<file path="config.mk">
export PLATFORM = sky130hd
export DESIGN_NAME = sine_three_phase_pwm_duty_unit
export DESIGN_NICKNAME = d
export VERILOG_FILES = /design/src/sv/s3pwm_pkg.sv /design/src/sv/s3pwm_index.sv /design/src/sv/s3pwm_sine.sv /design/src/sv/s3pwm_duty.sv /design/src/sv/sine_three_phase_pwm_duty_unit.sv
export SDC_FILE = /design/constraint.sdc
export NUM_CORES = 2
export LEC_CHECK = 0
export BUFFER_PORTS_ARGS = -buffer_cell sky130_fd_sc_hd__buf_4
export CAP_MARGIN = 20
export CORE_ASPECT_RATIO = 0.8
export CORE_MARGIN = 1.5
export CORE_UTILIZATION = 50
export CTS_CLUSTER_SIZE = 28
export DETAILED_ROUTE_END_ITERATION = 10
export GPL_TIMING_DRIVEN = 0
export PLACE_DENSITY_LB_ADDON = 0.08
export RECOVER_POWER = 100
export SLEW_MARGIN = 20
export SYNTH_ARGS = -nofsm -noshare
export SYNTH_HDL_FRONTEND = slang
export SYNTH_SLANG_ARGS = --single-unit
</file>
<file path="constraint.sdc">
create_clock -name clk -period 34.9 [get_ports clk]
set_input_delay 6.98 -clock clk [delete_from_list [all_inputs] [get_ports clk]]
set_output_delay 6.98 -clock clk [all_outputs]
set_load 0.01 [all_outputs]
</file>
<file path="src/sv/s3pwm_pkg.sv">
// Package for the three-phase sine PWM duty unit.
// Holds the item structs, the fixed field widths and the width helper.
// No dependencies.
`timescale 1ns / 1ps
`default_nettype none

package s3pwm_pkg;

    localparam int ANGLE_W    = 32;
    localparam int LEVEL_W    = 7;
    localparam int DT_W       = 8;
    localparam int OUT_W      = 10;
    localparam int SINE_W     = 16;
    localparam int QUOT_W     = 10;
    localparam int LEVEL_GAIN = 5;
    localparam int LEVEL_MAX  = 127;
    localparam int OUT_MAX    = 1023;

    localparam logic [DT_W-1:0] DEADTIME_RESET = 8'd80;
    localparam logic [63:0]     HALF_PI_Q40    = 64'h1921FB54443;

    typedef struct packed {
        logic signed [ANGLE_W-1:0] angle_turns;
        logic [LEVEL_W-1:0]        drive_level;
        logic                      limit_mode;
    } in_item_t;

    typedef struct packed {
        logic [OUT_W-1:0] duty_a;
        logic [OUT_W-1:0] duty_b;
        logic [OUT_W-1:0] duty_c;
        logic [OUT_W-1:0] low_side_a;
        logic [OUT_W-1:0] low_side_b;
        logic [OUT_W-1:0] low_side_c;
    } out_item_t;

    // bits of the rounded numerator magnitude for a given sine scale
    function automatic int mag_width(input int scale);
        return $clog2(scale * LEVEL_GAIN * LEVEL_MAX + scale / 2 + 1);
    endfunction

endpackage

`default_nettype wire

</file>
<file path="src/sv/s3pwm_index.sv">
// Angle to table index for the three phases.
// Rounds the angle to the nearest table entry, wraps it and adds the phase offsets.
// Depends on s3pwm_pkg.
`timescale 1ns / 1ps
`default_nettype none

module s3pwm_index #(
    parameter int TABLE_SIZE = 256
) (
    input  logic signed [s3pwm_pkg::ANGLE_W-1:0] angle_turns,
    output logic [2:0][$clog2(TABLE_SIZE)-1:0]   phase_idx
);

    localparam int IW    = $clog2(TABLE_SIZE);
    localparam int TW    = $clog2(TABLE_SIZE + 1);
    localparam int SW    = 16 + TW;
    localparam int OFF_B = TABLE_SIZE / 3;
    localparam int OFF_C = (2 * TABLE_SIZE + 1) / 3;

    logic          neg;
    logic [15:0]   frac;
    logic [SW-1:0] scaled;
    logic [TW-1:0] turn_pos;
    logic [IW-1:0] wrap_pos;
    logic [IW-1:0] base;

    function automatic logic [IW-1:0] add_wrap(input logic [IW-1:0] a,
                                               input logic [IW-1:0] off);
        logic [IW:0] sum;
        sum = {1'b0, a} + {1'b0, off};
        if (sum >= (IW + 1)'(TABLE_SIZE))
        begin
            sum = sum - (IW + 1)'(TABLE_SIZE);
        end
        return sum[IW-1:0];
    endfunction

    // whole turns drop out of the wrap: only the fraction matters
    assign neg      = angle_turns[s3pwm_pkg::ANGLE_W-1];
    assign frac     = neg ? 16'(16'd0 - angle_turns[15:0]) : angle_turns[15:0];
    assign scaled   = SW'(frac) * SW'(TABLE_SIZE) + SW'(32768);
    assign turn_pos = scaled[16 +: TW];
    assign wrap_pos = (turn_pos == TW'(TABLE_SIZE)) ? '0 : turn_pos[IW-1:0];
    assign base     = (neg && (wrap_pos != '0)) ? IW'(TABLE_SIZE) - wrap_pos : wrap_pos;

    assign phase_idx[0] = base;
    assign phase_idx[1] = add_wrap(base, IW'(OFF_B));
    assign phase_idx[2] = add_wrap(base, IW'(OFF_C));

endmodule

`default_nettype wire

</file>
<file path="src/sv/s3pwm_sine.sv">
// Sine table lookup and amplitude product for one phase.
// The table is a constant built at elaboration; depends on s3pwm_pkg.
`timescale 1ns / 1ps
`default_nettype none

module s3pwm_sine #(
    parameter int TABLE_SIZE = 256,
    parameter int SINE_SCALE = 32767
) (
    input  logic [$clog2(TABLE_SIZE)-1:0]                    idx,
    input  logic [s3pwm_pkg::LEVEL_W-1:0]                    drive_level,
    output logic signed [s3pwm_pkg::mag_width(SINE_SCALE):0] numerator
);

    localparam int NW = s3pwm_pkg::mag_width(SINE_SCALE) + 1;
    localparam int GW = s3pwm_pkg::LEVEL_W + 3;
    localparam int PW = s3pwm_pkg::SINE_W + GW + 1;

    logic signed [s3pwm_pkg::SINE_W-1:0] rom [TABLE_SIZE];
    logic signed [s3pwm_pkg::SINE_W-1:0] sine_val;
    logic [GW-1:0]                       gain;
    logic signed [PW-1:0]                product;

    function automatic logic [63:0] sine_mag_q30(input logic [63:0] p);
        logic [63:0] x;
        logic [63:0] x2;
        logic [63:0] term;
        logic [63:0] pos;
        logic [63:0] negs;
        x    = (p * s3pwm_pkg::HALF_PI_Q40 / TABLE_SIZE + 64'd512) >> 10;
        x2   = (x * x) >> 30;
        term = x;
        pos  = x;
        term = ((term * x2) >> 30) / 6;
        negs = term;
        term = ((term * x2) >> 30) / 20;
        pos  = pos + term;
        term = ((term * x2) >> 30) / 42;
        negs = negs + term;
        term = ((term * x2) >> 30) / 72;
        pos  = pos + term;
        term = ((term * x2) >> 30) / 110;
        negs = negs + term;
        term = ((term * x2) >> 30) / 156;
        pos  = pos + term;
        term = ((term * x2) >> 30) / 210;
        negs = negs + term;
        term = ((term * x2) >> 30) / 272;
        pos  = pos + term;
        term = ((term * x2) >> 30) / 342;
        negs = negs + term;
        if (negs >= pos)
        begin
            return 64'd0;
        end
        pos = pos - negs;
        if (pos > (64'd1 << 30))
        begin
            pos = 64'd1 << 30;
        end
        return pos;
    endfunction

    function automatic logic signed [s3pwm_pkg::SINE_W-1:0] sine_entry(input int k);
        logic [63:0] p;
        logic [63:0] n;
        logic [63:0] mag;
        logic        neg;
        n   = 64'(TABLE_SIZE);
        p   = 64'(k) * 64'd4;
        neg = 1'b0;
        if (p >= 64'd2 * n)
        begin
            neg = 1'b1;
            p   = p - 64'd2 * n;
        end
        if (p > n)
        begin
            p = 64'd2 * n - p;
        end
        if (p == 64'd0)
        begin
            mag = 64'd0;
        end
        else if (p == n)
        begin
            mag = 64'(SINE_SCALE);
        end
        else if (64'd3 * p == n)
        begin
            mag = 64'((SINE_SCALE + 1) / 2);
        end
        else
        begin
            mag = (64'(SINE_SCALE) * sine_mag_q30(p) + (64'd1 << 29)) >> 30;
        end
        return neg ? s3pwm_pkg::SINE_W'(64'd0 - mag) : s3pwm_pkg::SINE_W'(mag);
    endfunction

    genvar k;
    for (k = 0; k < TABLE_SIZE; k++)
    begin : g_rom
        assign rom[k] = sine_entry(k);
    end

    assign sine_val  = rom[idx];
    assign gain      = {1'b0, drive_level, 2'b00} + GW'(drive_level);
    assign product   = PW'(sine_val) * $signed({1'b0, gain});
    assign numerator = NW'(product) + NW'(SINE_SCALE / 2);

endmodule

`default_nettype wire

</file>
<file path="src/sv/s3pwm_duty.sv">
// Scaled duty and complementary compare for one phase.
// Divides by the sine scale through a reciprocal, then saturates and, in limited mode, applies deadtime and limits.
// Depends on s3pwm_pkg.
`timescale 1ns / 1ps
`default_nettype none

module s3pwm_duty #(
    parameter int SINE_SCALE = 32767,
    parameter int PERIOD     = 1000
) (
    input  logic signed [s3pwm_pkg::mag_width(SINE_SCALE):0] numerator,
    input  logic                                             limit_mode,
    input  logic [s3pwm_pkg::DT_W-1:0]                       deadtime_ticks,
    output logic [s3pwm_pkg::OUT_W-1:0]                      duty,
    output logic [s3pwm_pkg::OUT_W-1:0]                      low_side
);

    localparam int XW     = s3pwm_pkg::mag_width(SINE_SCALE);
    localparam int NW     = XW + 1;
    localparam int MW     = XW + 1;
    localparam int FW     = XW + MW;
    localparam int K      = XW + $clog2(SINE_SCALE);
    localparam int QW     = s3pwm_pkg::QUOT_W;
    localparam int DW     = $clog2(PERIOD + 2048) + 1;
    localparam int OUT_HI = (PERIOD < s3pwm_pkg::OUT_MAX) ? PERIOD : s3pwm_pkg::OUT_MAX;
    localparam logic [63:0] RECIP = ((64'd1 << K) + 64'(SINE_SCALE) - 64'd1) / SINE_SCALE;

    logic                 neg;
    logic [XW-1:0]        mag;
    logic [FW-1:0]        full;
    logic [QW-1:0]        quot;
    logic signed [DW-1:0] quot_s;
    logic signed [DW-1:0] d;
    logic signed [DW-1:0] dt;
    logic signed [DW-1:0] max_duty;
    logic signed [DW-1:0] shifted;
    logic signed [DW-1:0] capped;
    logic signed [DW-1:0] limited;
    logic signed [DW-1:0] low_raw;

    function automatic logic [s3pwm_pkg::OUT_W-1:0] sat(input logic signed [DW-1:0] v);
        if (v < 0)
        begin
            return '0;
        end
        else if (v > DW'(OUT_HI))
        begin
            return s3pwm_pkg::OUT_W'(OUT_HI);
        end
        return s3pwm_pkg::OUT_W'(v);
    endfunction

    assign neg    = numerator[NW-1];
    assign mag    = neg ? XW'(-numerator) : XW'(numerator);
    assign full   = FW'(mag) * FW'(RECIP[MW-1:0]);
    assign quot   = full[K +: QW];
    assign quot_s = neg ? -DW'($signed({1'b0, quot})) : DW'($signed({1'b0, quot}));
    assign d      = quot_s + DW'(PERIOD / 2);

    assign dt       = DW'($signed({1'b0, deadtime_ticks}));
    assign max_duty = DW'(PERIOD) - dt - dt;
    assign shifted  = d - dt;
    assign capped   = (shifted >= max_duty) ? max_duty : shifted;
    assign limited  = (capped < dt) ? '0 : capped;
    assign low_raw  = limited + dt + dt;

    assign duty     = sat(limit_mode ? limited : d);
    assign low_side = limit_mode ? sat(low_raw) : '0;

endmodule

`default_nettype wire

</file>
<file path="src/sv/sine_three_phase_pwm_duty_unit.sv">
// Three-phase sine PWM duty unit: top level with the pipeline registers.
// Depends on s3pwm_pkg, s3pwm_index, s3pwm_sine and s3pwm_duty.
//
// Each angle item gives one result item with three phase compare values and, in
// limited mode, their complementary compares. An item moves through four registers
// (input, table index, scaled numerator, result), and a new item is accepted every
// cycle while angle_stall is low; the stages advance independently, so bubbles
// close up while the result side stalls. The deadtime is written through
// cfg_write/cfg_data and resets to 80 ticks. The sine table is constant logic
// built at elaboration; there is no clearing pass.
`timescale 1ns / 1ps
`default_nettype none

module sine_three_phase_pwm_duty_unit #(
    parameter int TABLE_SIZE = 256,
    parameter int SINE_SCALE = 32767,
    parameter int PERIOD     = 1000
) (
    input  logic                          clk,
    input  logic                          rst_n,
    input  logic                          cfg_write,
    input  logic [s3pwm_pkg::DT_W-1:0]    cfg_data,
    input  logic                          angle_valid,
    output logic                          angle_stall,
    input  s3pwm_pkg::in_item_t           angle_item,
    output logic                          duty_valid,
    input  logic                          duty_stall,
    output s3pwm_pkg::out_item_t          duty_item
);

    localparam int IW     = $clog2(TABLE_SIZE);
    localparam int NW     = s3pwm_pkg::mag_width(SINE_SCALE) + 1;
    localparam int OUT_HI = (PERIOD < s3pwm_pkg::OUT_MAX) ? PERIOD : s3pwm_pkg::OUT_MAX;

    logic [s3pwm_pkg::DT_W-1:0] deadtime_reg;

    logic                s1_valid_reg;
    s3pwm_pkg::in_item_t s1_item_reg;

    logic                              s2_valid_reg;
    logic [2:0][IW-1:0]                s2_idx_reg;
    logic [s3pwm_pkg::LEVEL_W-1:0]     s2_level_reg;
    logic                              s2_limit_reg;

    logic                 s3_valid_reg;
    logic signed [NW-1:0] s3_num_reg [3];
    logic                 s3_limit_reg;

    logic                 out_valid_reg;
    s3pwm_pkg::out_item_t out_item_reg;
    s3pwm_pkg::out_item_t out_item_next;

    logic [2:0][IW-1:0]               phase_idx;
    logic signed [NW-1:0]             num [3];
    logic [s3pwm_pkg::OUT_W-1:0]      duty [3];
    logic [s3pwm_pkg::OUT_W-1:0]      low [3];

    logic out_free;
    logic s3_free;
    logic s2_free;
    logic s1_free;

    assign out_free = !out_valid_reg || !duty_stall;
    assign s3_free  = !s3_valid_reg || out_free;
    assign s2_free  = !s2_valid_reg || s3_free;
    assign s1_free  = !s1_valid_reg || s2_free;

    assign angle_stall = !s1_free;
    assign duty_valid  = out_valid_reg;
    assign duty_item   = out_item_reg;

    s3pwm_index #(
        .TABLE_SIZE (TABLE_SIZE)
    ) u_index (
        .angle_turns (s1_item_reg.angle_turns),
        .phase_idx   (phase_idx)
    );

    genvar j;
    for (j = 0; j < 3; j++)
    begin : g_phase
        s3pwm_sine #(
            .TABLE_SIZE (TABLE_SIZE),
            .SINE_SCALE (SINE_SCALE)
        ) u_sine (
            .idx         (s2_idx_reg[j]),
            .drive_level (s2_level_reg),
            .numerator   (num[j])
        );

        s3pwm_duty #(
            .SINE_SCALE (SINE_SCALE),
            .PERIOD     (PERIOD)
        ) u_duty (
            .numerator      (s3_num_reg[j]),
            .limit_mode     (s3_limit_reg),
            .deadtime_ticks (deadtime_reg),
            .duty           (duty[j]),
            .low_side       (low[j])
        );
    end

    always_comb
    begin
        out_item_next.duty_a     = duty[0];
        out_item_next.duty_b     = duty[1];
        out_item_next.duty_c     = duty[2];
        out_item_next.low_side_a = low[0];
        out_item_next.low_side_b = low[1];
        out_item_next.low_side_c = low[2];
    end

    always_ff @(posedge clk or negedge rst_n)
    begin
        if (!rst_n)
        begin
            deadtime_reg  <= s3pwm_pkg::DEADTIME_RESET;
            s1_valid_reg  <= 1'b0;
            s2_valid_reg  <= 1'b0;
            s3_valid_reg  <= 1'b0;
            out_valid_reg <= 1'b0;
        end
        else
        begin
            if (cfg_write)
            begin
                deadtime_reg <= cfg_data;
            end
            if (s1_free)
            begin
                s1_valid_reg <= angle_valid;
            end
            if (s2_free)
            begin
                s2_valid_reg <= s1_valid_reg;
            end
            if (s3_free)
            begin
                s3_valid_reg <= s2_valid_reg;
            end
            if (out_free)
            begin
                out_valid_reg <= s3_valid_reg;
            end
        end
    end

    always_ff @(posedge clk)
    begin
        if (s1_free && angle_valid)
        begin
            s1_item_reg <= angle_item;
        end
        if (s2_free && s1_valid_reg)
        begin
            s2_idx_reg   <= phase_idx;
            s2_level_reg <= s1_item_reg.drive_level;
            s2_limit_reg <= s1_item_reg.limit_mode;
        end
        if (s3_free && s2_valid_reg)
        begin
            s3_num_reg[0] <= num[0];
            s3_num_reg[1] <= num[1];
            s3_num_reg[2] <= num[2];
            s3_limit_reg  <= s2_limit_reg;
        end
        if (out_free && s3_valid_reg)
        begin
            out_item_reg <= out_item_next;
        end
    end

    a_accept_lands: assert property (@(posedge clk) disable iff (!rst_n)
        angle_valid && !angle_stall |=> s1_valid_reg)
        else $error("accepted item did not reach the input register");

    a_idx_range: assert property (@(posedge clk) disable iff (!rst_n)
        s2_valid_reg |-> (s2_idx_reg[0] < TABLE_SIZE) && (s2_idx_reg[1] < TABLE_SIZE)
                         && (s2_idx_reg[2] < TABLE_SIZE))
        else $error("phase index outside the sine table");

    a_result_source: assert property (@(posedge clk) disable iff (!rst_n)
        $rose(out_valid_reg) |-> $past(s3_valid_reg))
        else $error("result raised without an item in the numerator stage");

    a_result_range: assert property (@(posedge clk) disable iff (!rst_n)
        out_valid_reg |-> (out_item_reg.duty_a <= OUT_HI) && (out_item_reg.duty_b <= OUT_HI)
                          && (out_item_reg.duty_c <= OUT_HI)
                          && (out_item_reg.low_side_a <= OUT_HI)
                          && (out_item_reg.low_side_b <= OUT_HI)
                          && (out_item_reg.low_side_c <= OUT_HI))
        else $error("compare value above the saturation limit");

endmodule

`default_nettype wire

</file>
==> summary.md <==
| Metric | Value |
|---|---|
| Initial antenna violation count | 17 |
| Crit path capture type | flop |
| RSZ-0062 raised after global routing | false |
| Setup Skew | about 0.027 ns |
| Yosys cell types | approximately 120 |
| # setup viols final | 0 |
| Die ar. | ~0.11 sq mm |
| Seq/Total Area, Yosys | 11.9% |
| WP data required | between 30 and 40 ns |
| Most common cell after layout, fill and taps aside | nand2_1 |
| Clock root cell | clkbuf_16 |
| Tot GR Track Use | between 40% and 50% |
| Syn Area/Cell | approximately 8 sq um |
| Final core utilization | between 50% and 60% |
| Die height | approximately 290 um |
| Num CTS Buffers | 25 |
| Clk sinks | between 200 and 250 |
| Clk_lat worst skew | roughly 0.61 ns |
| Initial Utilization | between 50% and 60% |
| Clk buf depth | 3 |
| Failing checks | design-rule violations, max-capacitance violations, max-slew violations |
| First-pass GRT wire length | approximately 360 mm |
| CP peak stage delay | between 0.6 and 0.7 ns |
| R2r setup slk | approximately 18 ns |
| Post-synthesis cell area | between 0.05 and 0.06 sq mm |
| Fraction of layout cells with a size suffix above 1 | under 10% |
| GP Congestion | roughly 1.1 |
| R2r startpoint | s3_num_reg[0][52] |
| Global Route met2 Usage | 62.8% |
| Detailed-router iteration count before antenna repair | 11 |
| YS warnings | 0 |
| Hold crit path type | reg -> reg |
| Drt drc | 1 |
| Hold Startpoint | s1_item_reg[3] |
| Area growth syn-to-layout | 6.17% |
| Gr ovfl total | 0 |
| Row Count | between 100 and 150 |
| Largest register FFs | 78 |
| Slew headroom | -71.0% |
| Fin crit period | around 17 ns |
| Peak Freq | approximately 59 MHz |
| Critical Path Slowest Stage Cell | o311ai_2 |
| Routed vias | about 56000 |
| Final nets | about 7800 |
| Post-CTS Hold Fix Bufs | 0 |
| Met3 Usage GRT | between 20 and 25% |
| R2R depth | 62 |
| Setup TNS | 0 ns |
| Max Slew Vio Count | around 150 |
| Final HPWL DP | between 150 and 200 mm |
| H-tree lvl count | 1 |
| Synth async-reset ratio | slightly below 6% |
| Grt peak-use layer | met2 |
| PortBufs | just under 100 |
| Status | finished with violations |
| EDFF count, synth | around 200 |
| Fin crit share | roughly half |
| Met1 Use GR | approximately three fifths |
| Commonest non-fill, non-tap cells in the layout | 718 x nand2_1, 650 x inv_1, 609 x ha_1, 524 x a21oi_1, 472 x fa_1 |
| Area contributors post-synth | fa_1 18%, ha_1 15%, edfxtp_1 11%, nand2_1 5.2%, a21oi_1 5.1% |
| Share of the synthesized area in the top cell type | between 10% and 20% |
| Post-CTS setup buffers | 0 |
| Placed cell area | roughly 0.054 sq mm |
| End of the worst hold path | s2_level_reg[2] |
| Synthesized flop and latch total | 207 |
| Routed len/inst | 30.4 um |
| Slew of the pin with the lowest slew margin | 2.56 ns |
| Post-route cell area | roughly 0.055 sq mm |
| Io pins | roughly 120 |
| Hold WS | a little over 0.4 ns |
| Arrival @ worst endpoint | 17.52 ns |
| Crit path kind | reg -> reg |
| CTS clk-pin slew, worst paths | around 0.07 ns |
| Iteration-0 DRC Markers | a little over 9000 |
| Vias per cell | 6.96 |
| Final ANT Viol Nets | 0 |
| Most used flip-flop cell after synthesis | edfxtp_1 |
| Post-synth top area cell | fa_1 |
| Crit Path Max Fanout | 10 |
| DRT Wirelength | roughly 250 mm |
| Final Hold Fails | 0 |
| Max Cap Viol | 7 |
| Critical Path Start Type | flop |
| CORE AREA | just over 0.1 sq mm |
| Post-CTS sizing | 0 |
| Die X | between 300 and 400 um |
| Hold Crit Depth | 0 |
| Reg2Reg Capture Point | duty_item[4] |
| Net Count, Synth | 7645 |
| Pin count of the biggest net entering global routing | 31 |
| CTS tree | done |
| Vias in the first global route | 55246 |
| Synth Instances | ~6500 |
| Critical Path Most Common Cell | ha_1 |
-- cells by family after synthesis --
kind of cell | count (synthesis) | share of synthesized area (%)
AO/OA/AOI/OAI | 1788 | 22.3
XOR/XNOR | 311 | 5.34
adder cells (fa/ha/maj) | 1083 | 33.0
buffers and inverters | 1052 | 7.71
flip-flops | 207 | 11.9
multiplexers | 44 | 1.26
AND/OR/NAND/NOR | 2026 | 18.4
-- metrics by stage --
step	instances	setup WS (ns)
CTS	8056	18.47
global route	8060	16.78
finish	8071	17.84
global placement	8001	18.93
detailed placement	8010	18.57
floorplan	6511	20.56
-- per-layer routing --
metal / part of all wire, % / wire length [um]
met4: 5.1 / 12600
met2: 39 / 96100
met3: 17 / 41500
met5: 0.26 / 631
met1: 38 / 94200
-- Yosys cell counts, types with 28 or more instances --
cell type and instances:
nand2_1 717, inv_1 650, ha_1 609, a21oi_1 526, fa_1 472, nor2_1 465
o21ai_0 407, clkbuf_1 321, xnor2_1 224, edfxtp_1 195, nand3_1 161, nor3_1 157
and2_1 129, nand2b_1 112, a31oi_1 100, xor2_1 82, a211oi_1 81, o211ai_1 73
o21bai_1 53, nor2b_1 50, a21o_1 49, buf_1 49, o31ai_1 43, a311oi_1 40
o21a_1 37, or2_2 36, o311ai_0 34, or3_1 34, and3_1 33, o22ai_1 33
nand4_1 28
-- critical path: cells and delay by family, from the launching register on --
| kind | cells | cell delay [ns] |
|---|---|---|
| xor+xnor | 4 | 1.24 |
| flops | 1 | 0.53 |
| mux | 1 | 0.42 |
| simple gates | 18 | 4.55 |
| buf+inv | 5 | 1.07 |
| fa+ha+maj | 12 | 3.59 |
| compound gates | 22 | 5.49 |
-- layout make-up --
type / instances / area [sq um]
Clock buffer: 34 / 659
Multi-Input combinational cell: 5252 / 41700
Clock inverter: 12 / 136
Timing Repair Buffer: 110 / 557
Antenna cell: 13 / 32.5
Sequential cell: 207 / 6160
Buffer: 388 / 1490
Tap cell: 1391 / 1740
Fill cell: 9528 / 47700
Inverter: 664 / 2490
-- worst max path at each step --
stage / from / endpoint / cells past startpoint
after detailed placement: s3_num_reg[0][33] / duty_item[10] / 67
after global placement: s3_num_reg[0][33] / duty_item[10] / 68
after floorplan: duty_stall / angle_stall / 3
after CTS: s3_num_reg[0][33] / duty_item[10] / 67
after global routing: s3_num_reg[0][52] / duty_item[1] / 63
final: s3_num_reg[0][52] / duty_item[4] / 62
Power is left out: the tool's default activity adds up to more than one toggle a clock period on the data nets, which glitch-free logic cannot reach.
